### src/rtl/drd_pkg.sv
// ---------------------------------------------------------------------------
// drd_pkg: shared types and constants for the detector row decoder
// Field widths, configuration register indexes, class codes and the small
// structs that travel between the decoder's modules.
// ---------------------------------------------------------------------------
package drd_pkg;

  localparam int SCORE_W    = 16;
  localparam int COORD_W    = 16;
  localparam int SCALE_W    = 16;
  localparam int CLASS_W    = 3;
  localparam int MAX_CLASSES = 6;
  localparam int POS_W      = 12;
  localparam int DIM_W      = 13;
  localparam int CFG_IDX_W  = 3;
  localparam int CFG_DATA_W = 16;

  localparam logic [DIM_W-1:0] DIM_MAX = 13'd4096;
  localparam logic [DIM_W-1:0] DIM_MIN = 13'd1;

  // class codes with a threshold of their own; the rest share crossing
  localparam logic [CLASS_W-1:0] CLS_BALL     = 3'd0;
  localparam logic [CLASS_W-1:0] CLS_GOALPOST = 3'd1;
  localparam logic [CLASS_W-1:0] CLS_ROBOT    = 3'd2;

  typedef enum logic [CFG_IDX_W-1:0] {
    REG_BALL_THR  = 3'd0,
    REG_GOAL_THR  = 3'd1,
    REG_ROBOT_THR = 3'd2,
    REG_CROSS_THR = 3'd3,
    REG_OBJ_EN    = 3'd4,
    REG_BOX_SCALE = 3'd5,
    REG_IMG_W     = 3'd6,
    REG_IMG_H     = 3'd7
  } cfg_reg_t;

  typedef struct packed {
    logic [SCORE_W-1:0] ball;
    logic [SCORE_W-1:0] goalpost;
    logic [SCORE_W-1:0] robot;
    logic [SCORE_W-1:0] crossing;
  } thr_t;

  typedef struct packed {
    logic [CLASS_W-1:0] cls;
    logic [SCORE_W-1:0] conf;
  } det_t;

  // per-stage load enables of the four-stage pipeline
  typedef struct packed {
    logic ld1;
    logic ld2;
    logic ld3;
    logic ld4;
  } pipe_ld_t;

endpackage

### src/rtl/drd_merge.sv
// ---------------------------------------------------------------------------
// drd_merge: best-class select and threshold test
// Picks the highest lane score (lowest index on ties), registers the
// winner and flags whether it clears its class threshold.
// ---------------------------------------------------------------------------
module drd_merge #(
  parameter int NUM_CLASSES = 6
) (
  input  logic                         clk,
  input  logic                         ld,
  input  drd_pkg::thr_t                thr,
  input  logic [drd_pkg::SCORE_W-1:0]  scores [NUM_CLASSES],
  output logic                         pass,
  output drd_pkg::det_t                best_r
);

  logic [drd_pkg::SCORE_W-1:0] best_s;
  logic [drd_pkg::CLASS_W-1:0] best_c;
  logic [drd_pkg::SCORE_W-1:0] thr_sel;

  always_comb begin
    best_s = scores[0];
    best_c = '0;
    for (int c = 1; c < NUM_CLASSES; c++) begin
      if (scores[c] > best_s) begin
        best_s = scores[c];
        best_c = drd_pkg::CLASS_W'(c);
      end
    end
  end

  always_comb begin
    unique case (best_c)
      drd_pkg::CLS_BALL:     thr_sel = thr.ball;
      drd_pkg::CLS_GOALPOST: thr_sel = thr.goalpost;
      drd_pkg::CLS_ROBOT:    thr_sel = thr.robot;
      default:               thr_sel = thr.crossing;
    endcase
  end

  assign pass = (best_s >= thr_sel);

  always_ff @(posedge clk) begin
    if (ld) begin
      best_r.cls  <= best_c;
      best_r.conf <= best_s;
    end
  end

endmodule

### config.mk
export PLATFORM = sky130hd
export DESIGN_NAME = drd_merge
export DESIGN_NICKNAME = d
export VERILOG_FILES = /design/src/rtl/drd_pkg.sv /design/src/rtl/drd_merge.sv
export SDC_FILE = /design/constraint.sdc
export NUM_CORES = 1
export LEC_CHECK = 0
export BUFFER_PORTS_ARGS = -buffer_cell sky130_fd_sc_hd__buf_2
export CORE_ASPECT_RATIO = 1.4
export CORE_MARGIN = 1.5
export CORE_UTILIZATION = 45
export CTS_BUF_LIST = sky130_fd_sc_hd__clkbuf_8
export DETAILED_ROUTE_END_ITERATION = 8
export PLACE_DENSITY = 0.82
export SETUP_SLACK_MARGIN = 0.05
export SLEW_MARGIN = 20
export SYNTH_ARGS = -nofsm -noshare
export SYNTH_HDL_FRONTEND = slang
export SYNTH_SLANG_ARGS = --single-unit
export TNS_END_PERCENT = 100
### constraint.sdc
create_clock -name clk -period 18 [get_ports clk]
set_input_delay 3.6 -clock clk [delete_from_list [all_inputs] [get_ports clk]]
set_output_delay 3.6 -clock clk [all_outputs]
set_load 0.05 [all_outputs]
==> results.md, run 1 <==
* CP Data Arrival Time at 15.33 ns
* Mapped Nets at 823
* Post-synth top area share at 25.4%
* Netlist cell types at 54
* Sequential element share of the synthesized area at 12.5%
* Gate Count Post-Synth at 568
* Largest net degree at the start of global routing at 34
* Dpl cell area at 6670 um^2
* EDFF count, synth at 19
* Die Footprint at 10800 um^2
* Warnings, synthesis at 0
* Slew @ Worst Pin at 0.477 ns
* Maxcap violations at 0
* Setup crit end kind: output port
* LEAKAGE at 0.00412 uW
* First-pass iteration count of the detailed router at 5
* Post-route cell area at 8100 um^2
* Largest register FFs at 19
* Worst Path Required at 14.40 ns
* Footprint of the multi-input gates at 4640 um^2
* Initial antenna violation count at 1
* Die width at 88.2 um
* Most area-hungry cell type in the Yosys netlist: ha_1
* Final Critical Period at 18.93 ns
* Worst-path clk slew at 0.07 ns
* Met3 GRT Util at 8.14%
* VDD IR max at 65.3 uV
* Hold WC Path Type: in -> reg
* Ys flop type: edfxtp_1
* Top post-synthesis cells by count: 93 x ha_1, 74 x inv_1, 62 x mux2i_1
* Reg with most FFs: best_r
* Final setup margin at -0.928 ns
* WL/cell at 20.2 um
* # rows at 43
* Family with the most delay on the worst path: compound AO/OA/AOI/OAI gates
* Count leader, synth: ha_1
* Fillers at 591
* Crit path buffers/inverters at 11
* Area delta synth->final at 77.0%
* Biggest regs: best_r: 19 flops
* Register area at 571 um^2
* Average cell area after synthesis at 8.05 um^2
* CTS tree: done
* # DRC at 0
* CTS Root Cell: clkbuf_8
* First-pass GRT wire length at 28.0 mm
* Die Y-Extent at 122 um
* Ys async rst share at 0%
* IO buf count at 181
* # IOs at 182
* Cts bufs inserted at 3
* Core region area at 9900 um^2
* Final Cycle Share at 105%
* Vias in the first global route at 6258
* Maximum fanout along the worst path at 6
* CP Class: in -> out
* Max Buffers Root-to-Sink at 2
* Total GRT Usage at 33.4%
* Power Density at 123 nW/um^2
* Final Setup Violations at 1
* CTS Sinks at 19
* CP peak stage delay at 0.35 ns
* FF+latch count, synth at 19
* Failing checks: negative setup slack
* Top cells by area, synth: ha_1 25%, mux2i_1 14%, edfxtp_1 12%, inv_1 6.1%, nand2_1 5.0%
* Via density at 5.89
* Via Count at 6134
* Slew HR at 67.9%
* Total Neg Setup Slack at -0.928 ns
* Ratio of cells with drive above 1 in the final layout at 57.3%
* Fmax at 52.8 MHz
* H-tree lvl count at 1
* RD Place Congestion at 0.885
* RSZ-0062 raised after global routing: yes
* Starting Density at 46.2%
* Most used cell, CP: a21o_1
* Final hold vios at 0
* DR iter-0 viols at 290
* Final nets at 1162
* Final wirelength at 21.0 mm
* Post-synthesis cell area at 4570 um^2
* Routing usage on met1 at 27.5%
* CP max stage cell: mux2_4
* Detail Placement HPWL at 13.6 mm
* Total grt overflow at 0
* Ant. Diodes at 0
* Max-slew violations at 0
* Gr busiest metal: met2
* Antenna Nets Post-Route at 0
* Status: finished with violations
* PnR Total Power at 993 uW
* Startpoint types: input port
* Met2 usage at 65.0%
[cell families (layout without fill, tap and decap cells)]
family | after synthesis | count (layout) | synth area share, %
compound gates | 147 | 147 | 21.1
buf+inv | 89 | 427 | 7.66
mux | 80 | 80 | 18.6
simple gates | 140 | 140 | 14.7
flops | 19 | 19 | 12.5
fa+ha+maj | 93 | 93 | 25.4
[cells in the final DEF, fill, tap and decap left out, drive strengths merged, types with 4 or more instances in the layout]
master / netlist / final
a211oi: 6 / 6
a21o: 20 / 20
a21oi: 35 / 35
a31oi: 4 / 4
and3: 4 / 4
buf: 6 / 349
edfxtp: 19 / 19
ha: 93 / 93
inv: 74 / 75
mux2: 18 / 18
mux2i: 62 / 62
nand2: 61 / 61
nand3: 9 / 9
nand4: 14 / 14
nor2: 26 / 26
nor2b: 4 / 4
nor3: 9 / 9
o211ai: 4 / 4
o21a: 5 / 5
o21ai: 53 / 53
[timing repair]
| action | in CTS | in global routing |
|---|---|---|
| buffers inserted | 34 | 9 |
| hold endpoints to repair | 0 | 0 |
| gates resized for setup | 113 | 75 |
| setup endpoints to repair | 1 | 1 |
| pin swaps | 68 | 46 |
| cloned | 4 | 0 |
| hold buffers | 0 | 0 |
[stage by stage]
step                instances  utilization [%]  hold WS [ns]  worst slack (ns)
finish                   1041             81.8          3.66            -0.928
global route             1041             81.8          3.67             -1.33
CTS                      1033             76.9          3.65            -0.238
detailed placement        991             67.4          3.93             -1.07
global placement          991             67.4          3.92            -0.698
floorplan                 568                -          3.71            0.0676
[final timing paths]
path	start	end	slack, ns	cells after the start
setup / recovery	scores[76]	pass	-0.93	65
hold / removal	scores[14]	best_r[14]$_DFFE_PP_	3.66	3
[where the power goes]
group | switching [uW] | leakage (uW) | internal, uW
clock | 15.7 | 0.0000269 | 15.3
sequential | 4.42 | 0.000185 | 78.6
combinational | 460 | 0.00391 | 419
total | 480 | 0.00412 | 513
[metal layers]
metal	wire (um)	part of all wire [%]
met1	6260	30
met2	11200	53
met3	1500	7.1
met4	2080	9.9
met5	0	0
[final cells by class]
class                      instances  area share (%)
tap                              135            2.09
timing repair buffer             349            29.5
clock inverter                     1          0.0464
multi-input combinational        460            57.3
clock buffer                       3           0.510
sequential                        19            7.05
inverter                          74            3.43
Note: power is estimated with default switching activity, not from simulation.
==> inputs of run 2 (changes only) <==
--- a/config.mk
+++ b/config.mk
@@ -12,7 +12,7 @@
 export CTS_BUF_LIST = sky130_fd_sc_hd__clkbuf_8
 export DETAILED_ROUTE_END_ITERATION = 8
 export PLACE_DENSITY = 0.82
-export SETUP_SLACK_MARGIN = 0.05
+export SETUP_SLACK_MARGIN = 0.2
 export SLEW_MARGIN = 20
 export SYNTH_ARGS = -nofsm -noshare
 export SYNTH_HDL_FRONTEND = slang
==> results.md, run 2 (synthesis gave the netlist of run 1 again) <==
* CP peak stage delay at 0.47 ns (+0.12 ns)
* Largest register FFs at 19 (unchanged)
* Total Neg Setup Slack at -0.442 ns (+0.487 ns)
* Final Cycle Share at 102% (-2.7 points)
* VDD IR max at 60.5 uV (-7.4%)
* Biggest regs: best_r: 19 flops
* Commonest non-fill, non-tap cells in the layout: 180 x buf_2, 130 x buf_4, 77 x ha_1, 72 x inv_1, 57 x nand2_1
* Vias in the first global route at 5934 (-5.2%)
* Total grt overflow at 0 (unchanged)
* Starting Density at 46.2% (unchanged)
* Core region area at 9900 um^2 (unchanged)
* # rows at 43 (unchanged)
* Final wirelength at 17.0 mm (-19%)
* Worst-path clk slew at 0.07 ns (about the same)
* WHS at 3.66 ns (+0.00679 ns)
* Failing checks: negative setup slack
* Most common cell after layout, fill and taps aside: buf_2
* Hold WC Path Type: in -> reg
* Final nets at 1132 (-2.6%)
* Area delta synth->final at 59.8%
* Final Setup Violations at 1 (unchanged)
* Final hold vios at 0 (unchanged)
* Max Buffers Root-to-Sink at 2 (unchanged)
* Routing usage on met1 at 25.8% (-1.7 points)
* CTS Root Cell: clkbuf_8
* Power Density at 123 nW/um^2 (+0.24%)
* Total GRT Usage at 30.7% (-2.7 points)
* CP Data Arrival Time at 14.84 ns (-0.49 ns)
* Reg with most FFs: best_r
* RSZ-0062 raised after global routing: yes
* Setup crit end kind: output port
* Startpoint types: input port
* # IOs at 182 (unchanged)
* Ratio of cells with drive above 1 in the final layout at 50.3% (-6.9 points)
* Final setup margin at -0.442 ns (+0.487 ns)
* Status: finished with violations
* CP max stage cell: a2111oi_4
* IO buf count at 181 (unchanged)
* Largest net degree at the start of global routing at 34 (unchanged)
* LEAKAGE at 0.00388 uW (-5.7%)
* RD Place Congestion at 0.870 (-1.7%)
* Via density at 5.56 (-5.6%)
* Detail Placement HPWL at 13.6 mm (+0.61%)
* # DRC at 0 (unchanged)
* Maximum fanout along the worst path at 9 (+3)
* Post-route cell area at 7310 um^2 (-9.7%)
* Dpl cell area at 6670 um^2 (about the same)
* Fillers at 722 (+22%)
* Fmax at 54.2 MHz (+2.6%)
* CTS Sinks at 19 (unchanged)
* Slew @ Worst Pin at 0.509 ns (+0.0322 ns)
* Cts bufs inserted at 3 (unchanged)
* DR iter-0 viols at 180 (-38%)
* Die Footprint at 10800 um^2 (unchanged)
* Max-slew violations at 0 (unchanged)
* Final Critical Period at 18.44 ns (-0.487 ns)
* H-tree lvl count at 1 (unchanged)
* Slew HR at 65.7% (-2.2 points)
* Register area at 571 um^2 (unchanged)
* Die width at 88.2 um (unchanged)
* Die Y-Extent at 122 um (unchanged)
* Most used cell, CP: a21o_1
* Via Count at 5627 (-8.3%)
* Footprint of the multi-input gates at 4240 um^2 (-8.8%)
* Met2 usage at 60.7% (-4.3 points)
* Met3 GRT Util at 7.73% (-0.40 points)
* CTS tree: done
* Initial antenna violation count at 1 (unchanged)
* Gr busiest metal: met2
* CP Class: in -> out
* Antenna Nets Post-Route at 0 (unchanged)
* PnR Total Power at 899 uW (-9.5%)
* First-pass iteration count of the detailed router at 5 (unchanged)
* Maxcap violations at 0 (unchanged)
* WL/cell at 16.8 um (-17%)
* First-pass GRT wire length at 26.0 mm (-6.9%)
* Worst Path Required at 14.40 ns (about the same)
[run 2: metal layers]
layer	vias up	share of wire, %
li1	2695	-
met1	2540	31
met2	295	54
met3	97	8.0
met4	0	6.7
met5	-	0
[run 2: path summary, 6_finish.rpt]
kind                       start              endpoint  cells past startpoint
worst max-delay path  scores[85]                  pass                     63
worst min-delay path  scores[12]  best_r[12]$_DFFE_PP_                      3
[run 2: metrics by stage]
step,setup WS (ns),std cells,utilization (%)
final,-0.442,1012,73.8
after global routing,-0.963,1011,73.8
after CTS,-0.166,1004,71.1
after detailed placement,-0.612,985,67.4
after global placement,-0.321,985,67.4
after floorplan,0.187,568,-
[run 2: area by class of cell]
cell class,count,share of cell area (%)
Clock buffer,3,0.565
Antenna cell,1,0.0342
Multi-Input combinational cell,460,58.0
Sequential cell,19,7.81
Inverter,74,3.80
Timing Repair Buffer,319,27.5
Clock inverter,1,0.0685
Tap cell,135,2.31
[run 2: report_power, final]
| group | internal (uW) | total (uW) | switching (uW) |
|---|---|---|---|
| logic | 367 | 786 | 418 |
| clock network | 15.4 | 30.3 | 14.9 |
| registers | 78.6 | 83.0 | 4.32 |
| total | 461 | 899 | 437 |
[run 2: critical path: cells and delay by family]
kind,cells,cell delay [ns]
compound gates,30,5.06
fa+ha+maj,6,1.52
buf+inv,9,1.28
mux,6,1.50
simple gates,12,1.84
[run 2: what timing repair did]
| item | in CTS | in global routing |
|---|---|---|
| gates resized for setup | 41 | 43 |
| pin swaps | 16 | 36 |
| setup buffers | 14 | 7 |
| hold buffers | 0 | 0 |
| cloned | 1 | 0 |
| setup endpoints to repair | 1 | 1 |
==> inputs of run 3 (changes only) <==
--- a/config.mk
+++ b/config.mk
@@ -8,11 +8,13 @@
 export BUFFER_PORTS_ARGS = -buffer_cell sky130_fd_sc_hd__buf_2
 export CORE_ASPECT_RATIO = 1.4
 export CORE_MARGIN = 1.5
-export CORE_UTILIZATION = 45
+export CORE_UTILIZATION = 30
 export CTS_BUF_LIST = sky130_fd_sc_hd__clkbuf_8
 export DETAILED_ROUTE_END_ITERATION = 8
-export PLACE_DENSITY = 0.82
+export PLACE_DENSITY = 0.6
+export RECOVER_POWER = 50
 export SETUP_SLACK_MARGIN = 0.2
+export SKIP_LAST_GASP = 1
 export SLEW_MARGIN = 20
 export SYNTH_ARGS = -nofsm -noshare
 export SYNTH_HDL_FRONTEND = slang
==> results.md, run 3 (synthesis gave the netlist of run 1 again) <==
* Status: finished with violations
* Failing checks: negative setup slack
* Final setup margin at -0.361 ns (+0.0805 ns)
* Antenna Nets Post-Route at 0 (unchanged)
* Most common cell after layout, fill and taps aside: buf_2
* Core region area at 15000 um^2 (+51%)
* PnR Total Power at 929 uW (+3.4%)
* Power Density at 118 nW/um^2 (-4.3%)
* Crit path buffers/inverters at 18 (+9)
* CP max stage cell: a2111oi_4
* LEAKAGE at 0.00405 uW (+4.3%)
* WP depth at 64 (+1.6%)
* Maximum fanout along the worst path at 7 (-2)
* Maxcap violations at 0 (unchanged)
* CTS tree: done
* Int Power at 492 uW (+6.6%)
* Hold WC Path Type: in -> reg
* Largest register FFs at 19 (unchanged)
* Ratio of cells with drive above 1 in the final layout at 53.9% (+3.5 points)
* IO buf count at 181 (unchanged)
* Die width at 107 um (+22%)
* Commonest non-fill, non-tap cells in the layout: 170 x buf_2, 160 x buf_4, 71 x ha_1, 63 x inv_1, 58 x nand2_1
* Sw Pwr at 437 uW (about the same)
* Starting Density at 30.5% (-16 points)
* Startpoint types: input port
* Family with the most delay on the worst path: compound AO/OA/AOI/OAI gates
* Max Buffers Root-to-Sink at 2 (unchanged)
* Slew HR at 31.4% (-34 points)
* First-pass GRT wire length at 24.6 mm (-5.6%)
* Vias in the first global route at 5498 (-7.3%)
* Final Cycle Share at 102% (-0.45 points)
* Largest net degree at the start of global routing at 34 (unchanged)
* Slew @ Worst Pin at 1.03 ns (+0.521 ns)
* DR iter-0 viols at 179 (-0.56%)
* Die Footprint at 16000 um^2 (+48%)
* RD Place Congestion at 0.827 (-4.9%)
* Sw Ratio at 47.0% (-1.6 points)
* CP Data Arrival Time at 14.76 ns (-0.08 ns)
* Final Critical Period at 18.36 ns (-0.0805 ns)
* CP startpoint: scores[71]
* Setup crit end kind: output port
* Comb pwr share at 87.8% (+0.4 points)
* Max-slew violations at 0 (unchanged)
* # DRC at 0 (unchanged)
* Most used cell, CP: buf_4
* Final hold vios at 0 (unchanged)
* Worst setup endpoint: pass
* Dpl cell area at 6850 um^2 (+2.7%)
* WL/cell at 15.0 um (-11%)
* Total GRT Usage at 19.3% (-11 points)
* Detail Placement HPWL at 13.2 mm (-3.2%)
* Final Setup Violations at 1 (unchanged)
* Seq pwr share at 9.0% (-0.2 points)
* VDD IR max at 65.5 uV (+8.3%)
* Via density at 4.91 (-12%)
* CP peak stage delay at 0.48 ns (about the same)
* Reg with most FFs: best_r
* # rows at 53 (+23%)
* H-tree lvl count at 1 (unchanged)
* Die Y-Extent at 149 um (+22%)
* # IOs at 182 (unchanged)
* CTS Root Cell: clkbuf_8
* Via Count at 5416 (-3.7%)
* First-pass iteration count of the detailed router at 4 (-1)
* Initial antenna violation count at 5 (+4)
* Final wirelength at 16.5 mm (-2.8%)
* CP Class: in -> out
* Worst Path Required at 14.40 ns (about the same)
* Worst-path clk slew at 0.07 ns (about the same)
* Fmax at 54.5 MHz (+0.44%)
* Total grt overflow at 0 (unchanged)
* Area delta synth->final at 72.6%
* Final nets at 1164 (+2.8%)
* Cts bufs inserted at 3 (unchanged)
* Biggest regs: best_r: 19 flops
* CTS Sinks at 19 (unchanged)
* RSZ-0062 raised after global routing: yes
* Clock share of power at 3.2% (-0.2 points)
* Post-route cell area at 7890 um^2 (+8.0%)
run 3: cell count changes in the layout (fill, tap and decap cells not counted), moves of 5 or more:
cell / delta
inv_1: -9
buf_2: -10
mux2i_4: +6
ha_4: +6
mux2i_2: -5
ha_1: -6
buf_4: +30
nor2_1: -6
clkbuf_1: +10
inv_2: +9
run 3: metal layers:
metal / track usage, % / vias to the layer above / share of wire (%)
met2: 41.5 / 198 / 55
met1: 17.0 / 2399 / 34
li1: - / 2768 / -
met3: 4.50 / 47 / 7.9
met5: 0 / - / 0.15
met4: 5.20 / 4 / 3.1
run 3: how the worst min path moves through the flow:
stage,start,endpoint,depth (start not counted)
6_report,scores[11],best_r[11]$_DFFE_PP_,3
2_1_floorplan,ld,best_r[0]$_DFFE_PP_,0
5_1_grt,scores[11],best_r[11]$_DFFE_PP_,3
4_1_cts,scores[3],best_r[3]$_DFFE_PP_,3
3_3_place_gp,scores[12],best_r[12]$_DFFE_PP_,3
3_5_place_dp,scores[12],best_r[12]$_DFFE_PP_,3
run 3: power by group through the flow:
stage	logic [uW]	registers (uW)	clock network, uW
floorplan	394	155	0
global placement	691	83.8	0
detailed placement	702	84.4	0
CTS	778	83.4	31.0
global route	891	85.2	32.1
finish	815	83.7	29.9
run 3: repair_timing:
item,CTS,global route
hold buffers,0,0
resized for setup,69,61
setup buffers,33,6
pin swaps,37,42
gates cloned,2,0
setup endpoints to repair,1,1
run 3: cell type report:
type                    count  area, um^2
clock inverters             1        5.00
inverters                  74         278
multi-input cells         460        4480
diodes                      2        5.00
repair buffers            351        2280
well taps                 192         240
flip-flops and latches     19         571
fillers                  1436        7090
clock buffers               3        41.3
run 3: stage by stage:
step	util [%]	setup TNS, ns	hold WS, ns	cells	worst slack [ns]
2_1_floorplan	-	0	3.71	568	0.187
3_3_place_gp	45.7	-0.569	3.94	1055	-0.569
3_5_place_dp	45.7	-0.771	3.94	1055	-0.771
4_1_cts	50.2	-0.141	3.66	1094	-0.141
5_1_grt	52.6	-0.789	3.68	1100	-0.789
6_report	52.7	-0.361	3.67	1102	-0.361
