===== config.mk =====
export PLATFORM = sky130hd
export DESIGN_NAME = drd_lane
export DESIGN_NICKNAME = d
export VERILOG_FILES = /design/src/rtl/drd_pkg.sv /design/src/rtl/drd_lane.sv
export SDC_FILE = /design/constraint.sdc
export NUM_CORES = 1
export LEC_CHECK = 0
export ABC_CLOCK_PERIOD_IN_PS = 8050
export BUFFER_PORTS_ARGS = -buffer_cell sky130_fd_sc_hd__buf_2
export CAP_MARGIN = 20
export CORE_MARGIN = 1
export CORE_UTILIZATION = 50
export CTS_CLUSTER_SIZE = 28
export DETAILED_ROUTE_END_ITERATION = 8
export PLACE_DENSITY = 0.7
export SETUP_SLACK_MARGIN = 0.5
export SLEW_MARGIN = 20
export SYNTH_ARGS = -nofsm -noshare
export SYNTH_HDL_FRONTEND = slang
export SYNTH_SLANG_ARGS = --single-unit
export TNS_END_PERCENT = 100

===== constraint.sdc =====
create_clock -name clk -period 8.05 [get_ports clk]
set_input_delay 0.4025 -clock clk [delete_from_list [all_inputs] [get_ports clk]]
set_output_delay 0.4025 -clock clk [all_outputs]
set_load 0.005 [all_outputs]

===== src/rtl/drd_pkg.sv =====
// ---------------------------------------------------------------------------
// drd_pkg: shared types and constants for the detector row decoder
// Field widths, configuration register indexes, class codes and the small
// structs that travel between the decoder's modules.
// ---------------------------------------------------------------------------
package drd_pkg;

  localparam int SCORE_W    = 16;
  localparam int COORD_W    = 16;
  localparam int SCALE_W    = 16;
  localparam int CLASS_W    = 3;
  localparam int MAX_CLASSES = 6;
  localparam int POS_W      = 12;
  localparam int DIM_W      = 13;
  localparam int CFG_IDX_W  = 3;
  localparam int CFG_DATA_W = 16;

  localparam logic [DIM_W-1:0] DIM_MAX = 13'd4096;
  localparam logic [DIM_W-1:0] DIM_MIN = 13'd1;

  // class codes with a threshold of their own; the rest share crossing
  localparam logic [CLASS_W-1:0] CLS_BALL     = 3'd0;
  localparam logic [CLASS_W-1:0] CLS_GOALPOST = 3'd1;
  localparam logic [CLASS_W-1:0] CLS_ROBOT    = 3'd2;

  typedef enum logic [CFG_IDX_W-1:0] {
    REG_BALL_THR  = 3'd0,
    REG_GOAL_THR  = 3'd1,
    REG_ROBOT_THR = 3'd2,
    REG_CROSS_THR = 3'd3,
    REG_OBJ_EN    = 3'd4,
    REG_BOX_SCALE = 3'd5,
    REG_IMG_W     = 3'd6,
    REG_IMG_H     = 3'd7
  } cfg_reg_t;

  typedef struct packed {
    logic [SCORE_W-1:0] ball;
    logic [SCORE_W-1:0] goalpost;
    logic [SCORE_W-1:0] robot;
    logic [SCORE_W-1:0] crossing;
  } thr_t;

  typedef struct packed {
    logic [CLASS_W-1:0] cls;
    logic [SCORE_W-1:0] conf;
  } det_t;

  // per-stage load enables of the four-stage pipeline
  typedef struct packed {
    logic ld1;
    logic ld2;
    logic ld3;
    logic ld4;
  } pipe_ld_t;

endpackage


===== src/rtl/drd_lane.sv =====
// ---------------------------------------------------------------------------
// drd_lane: one class score lane
// Scales one class score by objectness (or passes it) and registers it.
// ---------------------------------------------------------------------------
module drd_lane (
  input  logic                         clk,
  input  logic                         ld,
  input  logic                         obj_en,
  input  logic [drd_pkg::SCORE_W-1:0]  obj,
  input  logic [drd_pkg::SCORE_W-1:0]  score,
  output logic [drd_pkg::SCORE_W-1:0]  score_r
);

  logic [2*drd_pkg::SCORE_W-1:0] prod;
  logic [drd_pkg::SCORE_W-1:0]   score_nxt;

  assign prod      = (2*drd_pkg::SCORE_W)'(score) * (2*drd_pkg::SCORE_W)'(obj);
  assign score_nxt = obj_en ? prod[2*drd_pkg::SCORE_W-1:drd_pkg::SCORE_W] : score;

  always_ff @(posedge clk) begin
    if (ld) begin
      score_r <= score_nxt;
    end
  end

endmodule


==> results of run 1 <==
==> kinds of logic (layout without fill, tap and decap cells) <==
| group | Yosys count | in the layout |
|---|---|---|
| AO/OA/AOI/OAI | 84 | 84 |
| XOR/XNOR | 11 | 11 |
| adder cells (fa/ha/maj) | 294 | 294 |
| buffers and inverters | 269 | 285 |
| flip-flops | 16 | 16 |
| multiplexers | 7 | 7 |
| AND/OR/NAND/NOR | 302 | 302 |
==> worst min-delay path by stage <==
stage                     cells after the start     endpoint  slack [ns]
after floorplan                               0   score_r[0]        0.51
after global placement                        1  score_r[11]        0.79
after detailed placement                      1   score_r[7]        0.79
after CTS                                     1  score_r[13]        0.60
after global routing                          1  score_r[13]        0.61
final                                         1  score_r[13]        0.59
==> cell usage in the layout (no fill, tap or decap), types with 3 or more instances in the layout <==
| master | Yosys | routed |
|---|---|---|
| inv_1 | 231 | 231 |
| fa_1 | 193 | 193 |
| nand2_1 | 160 | 160 |
| and2_1 | 114 | 114 |
| ha_1 | 101 | 101 |
| buf_2 | 0 | 50 |
| a21oi_1 | 17 | 17 |
| edfxtp_1 | 16 | 16 |
| a21o_1 | 9 | 9 |
| o21ai_0 | 9 | 9 |
| nor2_1 | 7 | 7 |
| o21a_1 | 6 | 6 |
| mux2_2 | 6 | 6 |
| xnor2_1 | 6 | 6 |
| a211oi_1 | 5 | 5 |
| xor2_1 | 5 | 5 |
| nand4_1 | 4 | 4 |
| o21bai_1 | 3 | 3 |
| o31ai_2 | 3 | 3 |
| nor4_1 | 3 | 3 |
| o31ai_1 | 3 | 3 |
| a41oi_1 | 3 | 3 |
| clkbuf_16 | 0 | 3 |
==> per-layer routing <==
| layer | track usage | up-vias |
|---|---|---|
| met3 | 0.0108 | 20 |
| met4 | 0.0358 | 0 |
| met2 | 0.438 | 180 |
| met1 | 0.314 | 3389 |
| li1 | - | 3000 |
| met5 | 0 | - |
==> stage by stage <==
step / instance area, um^2 / instances / hold slack [ns]
after detailed placement: 9340 / 1220 / 0.793
after global routing: 9420 / 1224 / 0.610
final: 9420 / 1224 / 0.591
after CTS: 9420 / 1224 / 0.596
after floorplan: 8960 / 983 / 0.515
after global placement: 9340 / 1220 / 0.794
==> cell type report <==
type                    instances  area, um^2
well taps                     225         282
multi-input cells             698        7460
inverters                     231         867
fillers                      1674        8000
flip-flops and latches         16         480
repair buffers                 50         250
clock inverters                 1        3.75
clock buffers                   3        75.1
==> summary.txt, run 1 <==
status: finished clean
total global-route track usage: 0.238
biggest regs: score_r x16
worst slew pin tran: 0.535 ns
crit path to: score_r[10]
hpwl dp: 16000 um
total CTS buffers: 3
worst path arrival time: 6.17 ns
die area: 18500 um^2
Initial Util: 0.515
Max clock buf depth: 2
Die X: 136 um
share of synthesized registers carrying an async set or reset: 0
fin crit period: 6.17 ns
Synth Warn #: 0
unrepaired setup endpoints after global routing: no
met3 wire length: 875 um
Metal-1 WL: 8490 um
compound-cell area share of the yosys netlist: 0.0738
Final Routed Wirelength: 20100 um
vias in the first global route: 7136
top post-synthesis cells by count: inv_1, fa_1, nand2_1
Mapped Area: 8960 um^2
antenna-violating nets left: 0
WL/cell: 16.5 um
top_reg_cell synth: edfxtp_1
MaxCap Viol Count: 0
Hold Vio Cnt, Final: 0
drt pass-1 iters: 4
synthesized area per cell: 9.12 um^2
layout cell share with drive strength beyond 1: 0.0791
clock sinks: 16
syn nets: 1312
Buf/Inv on CP: 4
CTS tree: built
final net count: 1329
post-synth top area share: 0.431
I/O Pins: 51
initial antenna violation count: 0
Stages on worst setup path: 19
Slew Limit Headroom: 0.643
Cells after Synth: 983
DRC Markers: 0
critical path's top delay family: adder cells
Clock Tree Root: clkbuf_16
Hold Path Class: in -> reg
Clock transition at path regs: 0.05 ns
simple-gate portion of the synthesized area: 0.167
first-pass GRT wire length: 34500 um
cts repair resizes: 0
Netlist cell types: 58
die height: 136 um
Syn-to-layout area delta: 5.08%
CP endpoint kind: flop
top post-synthesis cells by area: fa_1, ha_1, inv_1, and2_1, nand2_1
mux share of post-synthesis cell area: 0.00921
largest family of logic cells by synthesized area: adder cells
cells along the critical path: buf_2, nand2_1, fa_1, fa_1, fa_1, fa_1, inv_1, fa_1, inv_1, fa_1, inv_1, ha_1, a21oi_1, o21ai_1, o21ai_0, or4b_4, nand2_2, xor2_1, mux2_2
Seq cells post-synth: 16
Setup Slack @ Placement: 1.65 ns
Critical path origin: score[9]
Setup-failing EPs final: 0
count leader, synth: inv_1
Setup CP Type: in -> reg
adder-cell share of the synthesized area: 0.572
post-synth top area cell: fa_1
critical path fanouts, max: 17
largest net degree at the start of global routing: 18
final core utilization: 0.541
Vias: 6589
Slowest Stage Delay on Critical Path: 0.57 ns
wire length on met2: 10500 um
Setup WS post-layout: 1.88 ns
post-DR vias/cell: 5.38
antenna fix cells: 0
postcts setup bufs: 0
max frequency: 162 MHz
Top Metal Used: met4
setup_tns: 0 ns
htree depth: 1
slowest CP cell: or4b_4
EDFF count, synth: 16
CTS Hold Bufs: 0
RD Place Congestion: 0.887
max-slew violation count: 0
I/O Buffers: 50
number of flip-flops in the largest register: 16
Iteration-0 DRC Markers: 254
post-synthesis sequential area ratio: 0.0536
startpoint types: primary input
worst hold start: ld
xor/xnor share of the synthesized area: 0.0107
CORE AREA: 17400 um^2
fin crit share: 0.767
Top reg by flops: score_r
grt total ovfl: 0
Worst Path Required: 8.05 ns
cell mode on critical path: fa_1
Core Rows: 48
Power of run 1 is not shown: default switching activity piles up to over one toggle a cycle in this logic, so the estimate is an artifact.
==> run 2: changes to the inputs <==
--- a/config.mk
+++ b/config.mk
@@ -5,14 +5,14 @@
 export SDC_FILE = /design/constraint.sdc
 export NUM_CORES = 1
 export LEC_CHECK = 0
-export ABC_CLOCK_PERIOD_IN_PS = 8050
+export ABC_CLOCK_PERIOD_IN_PS = 5100
 export BUFFER_PORTS_ARGS = -buffer_cell sky130_fd_sc_hd__buf_2
 export CAP_MARGIN = 20
 export CORE_MARGIN = 1
 export CORE_UTILIZATION = 50
 export CTS_CLUSTER_SIZE = 28
 export DETAILED_ROUTE_END_ITERATION = 8
-export PLACE_DENSITY = 0.7
+export PLACE_DENSITY = 0.73
 export SETUP_SLACK_MARGIN = 0.5
 export SLEW_MARGIN = 20
 export SYNTH_ARGS = -nofsm -noshare
==> constraint.sdc (replaced) <==
create_clock -name clk -period 5.1 [get_ports clk]
set_input_delay 0.255 -clock clk [delete_from_list [all_inputs] [get_ports clk]]
set_output_delay 0.255 -clock clk [all_outputs]
set_load 0.005 [all_outputs]
==> run 2 against run 1 <==
The flow now finishes with violations (negative setup slack). First-iteration DRC count rose by 66%. Cell area rose by 16%. Die area did not move. Utilization rose by 8.9 points. Via count rose by 8.5%. Non-clock buffer count rose by 118. Critical path type unchanged. Critical endpoint is now score_r[8]. Largest cell class unchanged.
==> summary.txt, run 2 (synthesized netlist as in run 1, its figures left out) <==
Setup Slack @ Placement: -0.831 ns (was 1.65 ns)
Initial Util: 0.515 (unchanged)
Clock Tree Root: clkbuf_16 (unchanged)
Clock transition at path regs: 0.05 ns (about the same)
die height: 136 um (unchanged)
fin crit share: 1.09
drt pass-1 iters: 5 (was 4)
Top reg by flops: score_r (unchanged)
status: complete, but fails checks (was finished clean)
fin crit period: 5.55 ns
biggest regs: score_r x16 (unchanged)
Worst Path Required: 5.14 ns (was 8.05 ns)
Max clock buf depth: 2 (unchanged)
failing checks: negative setup slack
MaxCap Viol Count: 0 (unchanged)
initial antenna violation count: 0 (unchanged)
CORE AREA: 17400 um^2 (unchanged)
total CTS buffers: 3 (unchanged)
critical path fanouts, max: 5 (was 17)
Die X: 136 um (unchanged)
WL/cell: 17.3 um (was 16.5 um)
clock sinks: 16 (unchanged)
leading cell type in the layout, fill and taps excluded: inv_1 (unchanged)
htree depth: 1 (unchanged)
GR Util met1: 0.350 (was 0.314)
number of flip-flops in the largest register: 16 (unchanged)
hpwl dp: 18400 um (was 16000 um)
largest net degree at the start of global routing: 17 (was 18)
post-DR vias/cell: 5.33 (was 5.38)
Iteration-0 DRC Markers: 422 (was 254)
I/O Buffers: 50 (unchanged)
Vias: 7151 (was 6589)
unrepaired setup endpoints after global routing: yes (was no)
antenna fix cells: 0 (unchanged)
most frequent cells in the layout: inv_1, fa_1, nand2_1, buf_4, and2_1 (was inv_1, fa_1, nand2_1, and2_1, ha_1)
final net count: 1447 (was 1329)
worst path arrival time: 5.59 ns (was 6.17 ns)
grt total ovfl: 0 (unchanged)
Final Routed Wirelength: 23200 um (was 20100 um)
GR Util met3: 0.0227 (was 0.0108)
Setup-failing EPs final: 16 (was 0)
antenna-violating nets left: 0 (unchanged)
Slew Limit Headroom: 0.637 (was 0.643)
Core Rows: 48 (unchanged)
GR peak layer: met2 (unchanged)
I/O Pins: 51 (unchanged)
Setup CP Type: in -> reg (unchanged)
CP endpoint kind: flop (unchanged)
Syn-to-layout area delta: 22.3% (was 5.08%)
Hold Vio Cnt, Final: 0 (unchanged)
fin cells: 1342 (was 1224)
total global-route track usage: 0.268 (was 0.238)
GR Util met2: 0.474 (was 0.438)
startpoint types: primary input (unchanged)
Hold Path Class: in -> reg (unchanged)
CTS tree: built (unchanged)
vias in the first global route: 7869 (was 7136)
first-pass GRT wire length: 38400 um (was 34500 um)
setup_tns: -5.30 ns (was 0 ns)
max frequency: 180 MHz
RD Place Congestion: 0.913 (was 0.887)
Hold Path Stages: 2 (was 1)
die area: 18500 um^2 (unchanged)
DRC Markers: 0 (unchanged)
max-slew violation count: 0 (unchanged)
Placed Cells incl. Taps: 1321 (was 1220)
worst slew pin tran: 0.544 ns (was 0.535 ns)
worst hold slack: 0.408 ns (was 0.591 ns)
layout cell share with drive strength beyond 1: 0.238 (was 0.0791)
Setup WS post-layout: -0.451 ns (was 1.88 ns)
==> run 2: changes by cell type in the layout (fill, tap and decap cells not counted), sizes merged <==
cell    delta
clkbuf     +3
buf      +115
==> run 2: final cells by class <==
cell class | count | area, um^2
multi-input cells | 698 | 7810
well taps | 225 | 282
repair buffers | 168 | 1440
clock buffers | 3 | 75.1
clock inverters | 1 | 3.75
fillers | 1383 | 6450
flip-flops and latches | 16 | 480
inverters | 231 | 867
==> run 2: worst paths after layout <==
kind,startpoint,end
max,score[7],score_r[8]
min,score[4],score_r[4]
==> run 2: critical path, cell delays in order <==
cell and delay (ns):
buf_12 0.12, and2_4 0.15, fa_1 0.52, inv_1 0.05
fa_1 0.49, fa_1 0.44, fa_1 0.59, inv_2 0.05
fa_1 0.50, inv_2 0.04, fa_1 0.49, inv_2 0.05
ha_4 0.28, a21oi_4 0.06, o21ai_4 0.22, buf_6 0.13
a2111oi_4 0.04, o31ai_4 0.29, a41oi_2 0.18, o311a_1 0.37
o41ai_2 0.27
==> run 2: through the flow <==
stage / utilization / instance area, um^2
after floorplan: - / 9290
after global placement: 0.590 / 10300
after detailed placement: 0.590 / 10300
after CTS: 0.622 / 10800
after global routing: 0.630 / 11000
final: 0.630 / 11000
==> run 2: metal layers <==
metal / vias up / share of wire
met5: - / 0
met4: 0 / 0.032
met3: 42 / 0.047
met2: 198 / 0.51
met1: 3664 / 0.41
li1: 3247 / -
==> run 2: timing repair <==
action	4_1_cts	5_1_grt
setup endpoints to repair	16	16
buffers inserted	10	4
resized for setup	101	19
pin swaps	39	21
cloned	1	2
hold buffers	0	0
Power of run 2 is left out for the same reason.
==> run 3: changes to the inputs <==
--- a/config.mk
+++ b/config.mk
@@ -12,6 +12,7 @@
 export CORE_UTILIZATION = 50
 export CTS_CLUSTER_SIZE = 28
 export DETAILED_ROUTE_END_ITERATION = 8
+export GPL_TIMING_DRIVEN = 0
 export PLACE_DENSITY = 0.73
 export SETUP_SLACK_MARGIN = 0.5
 export SLEW_MARGIN = 20
==> run 3 against run 2 <==
The run still ends with negative setup slack left. Utilization is 2.7 points higher. Setup slack worse by 0.13 ns. Final cell count is 0.52% lower. Clock-buffer cell count stayed put. Fmax is 2.2% lower. Sequential share of layout area is 0.18 points lower. Via count is 2.1% higher. Critical path type unchanged. Critical endpoint is now score_r[10].
==> summary.txt, run 3 (synthesized netlist as in run 1, its figures left out) <==
status: complete, but fails checks (unchanged)
failing checks: negative setup slack (unchanged)
I/O Pins: 51 (unchanged)
startpoint types: primary input (unchanged)
Final Routed Wirelength: 25200 um (was 23200 um)
slowest CP cell: fa_1 (unchanged)
critical path fanouts, max: 7 (was 5)
CORE AREA: 17400 um^2 (unchanged)
Critical path origin: score[12] (was score[7])
leading cell type in the layout, fill and taps excluded: inv_1 (unchanged)
final net count: 1440 (was 1447)
layout cell share with drive strength beyond 1: 0.261 (was 0.238)
vias in the first global route: 7795 (was 7869)
footprint of the multi-input gates: 7930 um^2 (was 7810 um^2)
max frequency: 176 MHz (was 180 MHz)
worst slew pin tran: 0.601 ns (was 0.544 ns)
Clock Tree Root: clkbuf_16 (unchanged)
Setup WS post-layout: -0.577 ns (was -0.451 ns)
grt total ovfl: 0 (unchanged)
RD Place Congestion: 0.880 (was 0.913)
I/O Buffers: 48 (was 50)
hpwl dp: 18700 um (was 18400 um)
worst path arrival time: 5.67 ns (was 5.59 ns)
final core utilization: 0.656 (was 0.630)
DRC Markers: 0 (unchanged)
biggest regs: score_r x16 (unchanged)
first-pass GRT wire length: 39000 um (was 38400 um)
Fillers: 1324 (was 1383)
unrepaired setup endpoints after global routing: yes (unchanged)
worst hold start: score[8] (was score[4])
die height: 136 um (unchanged)
MaxCap Viol Count: 0 (unchanged)
Worst Path Required: 5.09 ns (was 5.14 ns)
Vias: 7298 (was 7151)
Die X: 136 um (unchanged)
Top reg by flops: score_r (unchanged)
most frequent cells in the layout: inv_1, fa_1, nand2_1, and2_1, ha_1 (was inv_1, fa_1, nand2_1, buf_4, and2_1)
worst hold slack: 0.356 ns (was 0.408 ns)
post-DR vias/cell: 5.47 (was 5.33)
total global-route track usage: 0.282 (was 0.268)
Max clock buf depth: 2 (unchanged)
antenna fix cells: 0 (unchanged)
largest net degree at the start of global routing: 17 (unchanged)
max-slew violation count: 0 (unchanged)
htree depth: 1 (unchanged)
setup_tns: -7.84 ns (was -5.30 ns)
register area: 480 um^2 (unchanged)
Clock transition at path regs: 0.05 ns (about the same)
Slew Limit Headroom: 0.599 (was 0.637)
Setup-failing EPs final: 16 (unchanged)
WL/cell: 18.8 um (was 17.3 um)
die area: 18500 um^2 (unchanged)
total CTS buffers: 3 (unchanged)
fin crit share: 1.11 (was 1.09)
Slowest Stage Delay on Critical Path: 0.56 ns (was 0.59 ns)
CP endpoint kind: flop (unchanged)
Hold Vio Cnt, Final: 0 (unchanged)
clock sinks: 16 (unchanged)
cell mode on critical path: fa_1 (unchanged)
Iteration-0 DRC Markers: 476 (was 422)
Hold Path Class: in -> reg (unchanged)
fin crit period: 5.68 ns (was 5.55 ns)
initial antenna violation count: 1 (was 0)
drt pass-1 iters: 5 (unchanged)
CTS tree: built (unchanged)
cells along the critical path: buf_12, buf_4, and2_4, fa_1, inv_1, fa_2, inv_1, fa_1, fa_2, fa_1, inv_1, fa_1, inv_2, ha_4, inv_2, or3_4, nor2_2, or4b_4, nand2_4, xor2_1, mux2_4 (was buf_12, and2_4, fa_1, inv_1, fa_1, fa_1, fa_1, inv_2, fa_1, inv_2, fa_1, inv_2, ha_4, a21oi_4, o21ai_4, buf_6, a2111oi_4, o31ai_4, a41oi_2, o311a_1, o41ai_2)
Syn-to-layout area delta: 27.5% (was 22.3%)
antenna-violating nets left: 0 (unchanged)
Core Rows: 48 (unchanged)
number of flip-flops in the largest register: 16 (unchanged)
Initial Util: 0.515 (unchanged)
Setup CP Type: in -> reg (unchanged)
## run 3: cell types whose count changed in the layout (fill, tap and decap cells not counted), sizes merged
cell | before | now
buf | 165 | 123
dlygate4sd1 | 0 | 1
clkbuf | 6 | 40
## run 3: path summary, 6_finish.rpt
| kind | slack (ns) | cells past startpoint | end |
|---|---|---|---|
| worst max-delay path | -0.58 | 21 | score_r[10] |
| worst min-delay path | 0.36 | 3 | score_r[8] |
## run 3: final cells by class
type / count / share of cell area
buffer: 38 / 0.0594
clock buffer: 3 / 0.00657
clock inverter: 1 / 0.000328
inverter: 231 / 0.0758
multi-input combinational: 698 / 0.693
sequential: 16 / 0.0420
tap: 225 / 0.0246
timing repair buffer: 123 / 0.0978
## run 3: layer usage
| metal | vias to the layer above | part of all wire | track usage |
|---|---|---|---|
| met5 | - | 0 | 0 |
| met4 | 0 | 0.053 | 0.118 |
| met3 | 94 | 0.072 | 0.0451 |
| met2 | 326 | 0.50 | 0.502 |
| met1 | 3641 | 0.37 | 0.336 |
| li1 | 3237 | - | - |
## run 3: through the flow
stage / std cells / worst slack [ns] / cell area [um^2]
6_report: 1335 / -0.577 / 11400
5_1_grt: 1335 / -0.730 / 11400
4_1_cts: 1325 / -0.518 / 11200
3_5_place_dp: 1256 / -1.15 / 9810
3_3_place_gp: 1256 / -1.15 / 9810
2_1_floorplan: 983 / -0.414 / 9290
## run 3: worst max-delay path, delay by kind of cell
family | cells | cell delay [ns]
multiplexers | 1 | 0.25
XOR/XNOR | 1 | 0.06
AND/OR/NAND/NOR | 5 | 1.19
adder cells (fa/ha/maj) | 7 | 3.34
buffers and inverters | 7 | 0.55
## run 3: repair_timing
action | 4_1_cts | 5_1_grt
hold buffers | 0 | 0
gates resized for setup | 180 | 52
pin swaps | 55 | 53
buffers inserted | 60 | 10
gates cloned | 5 | 0
setup endpoints to repair | 16 | 16
Power of run 3 is left out for the same reason.
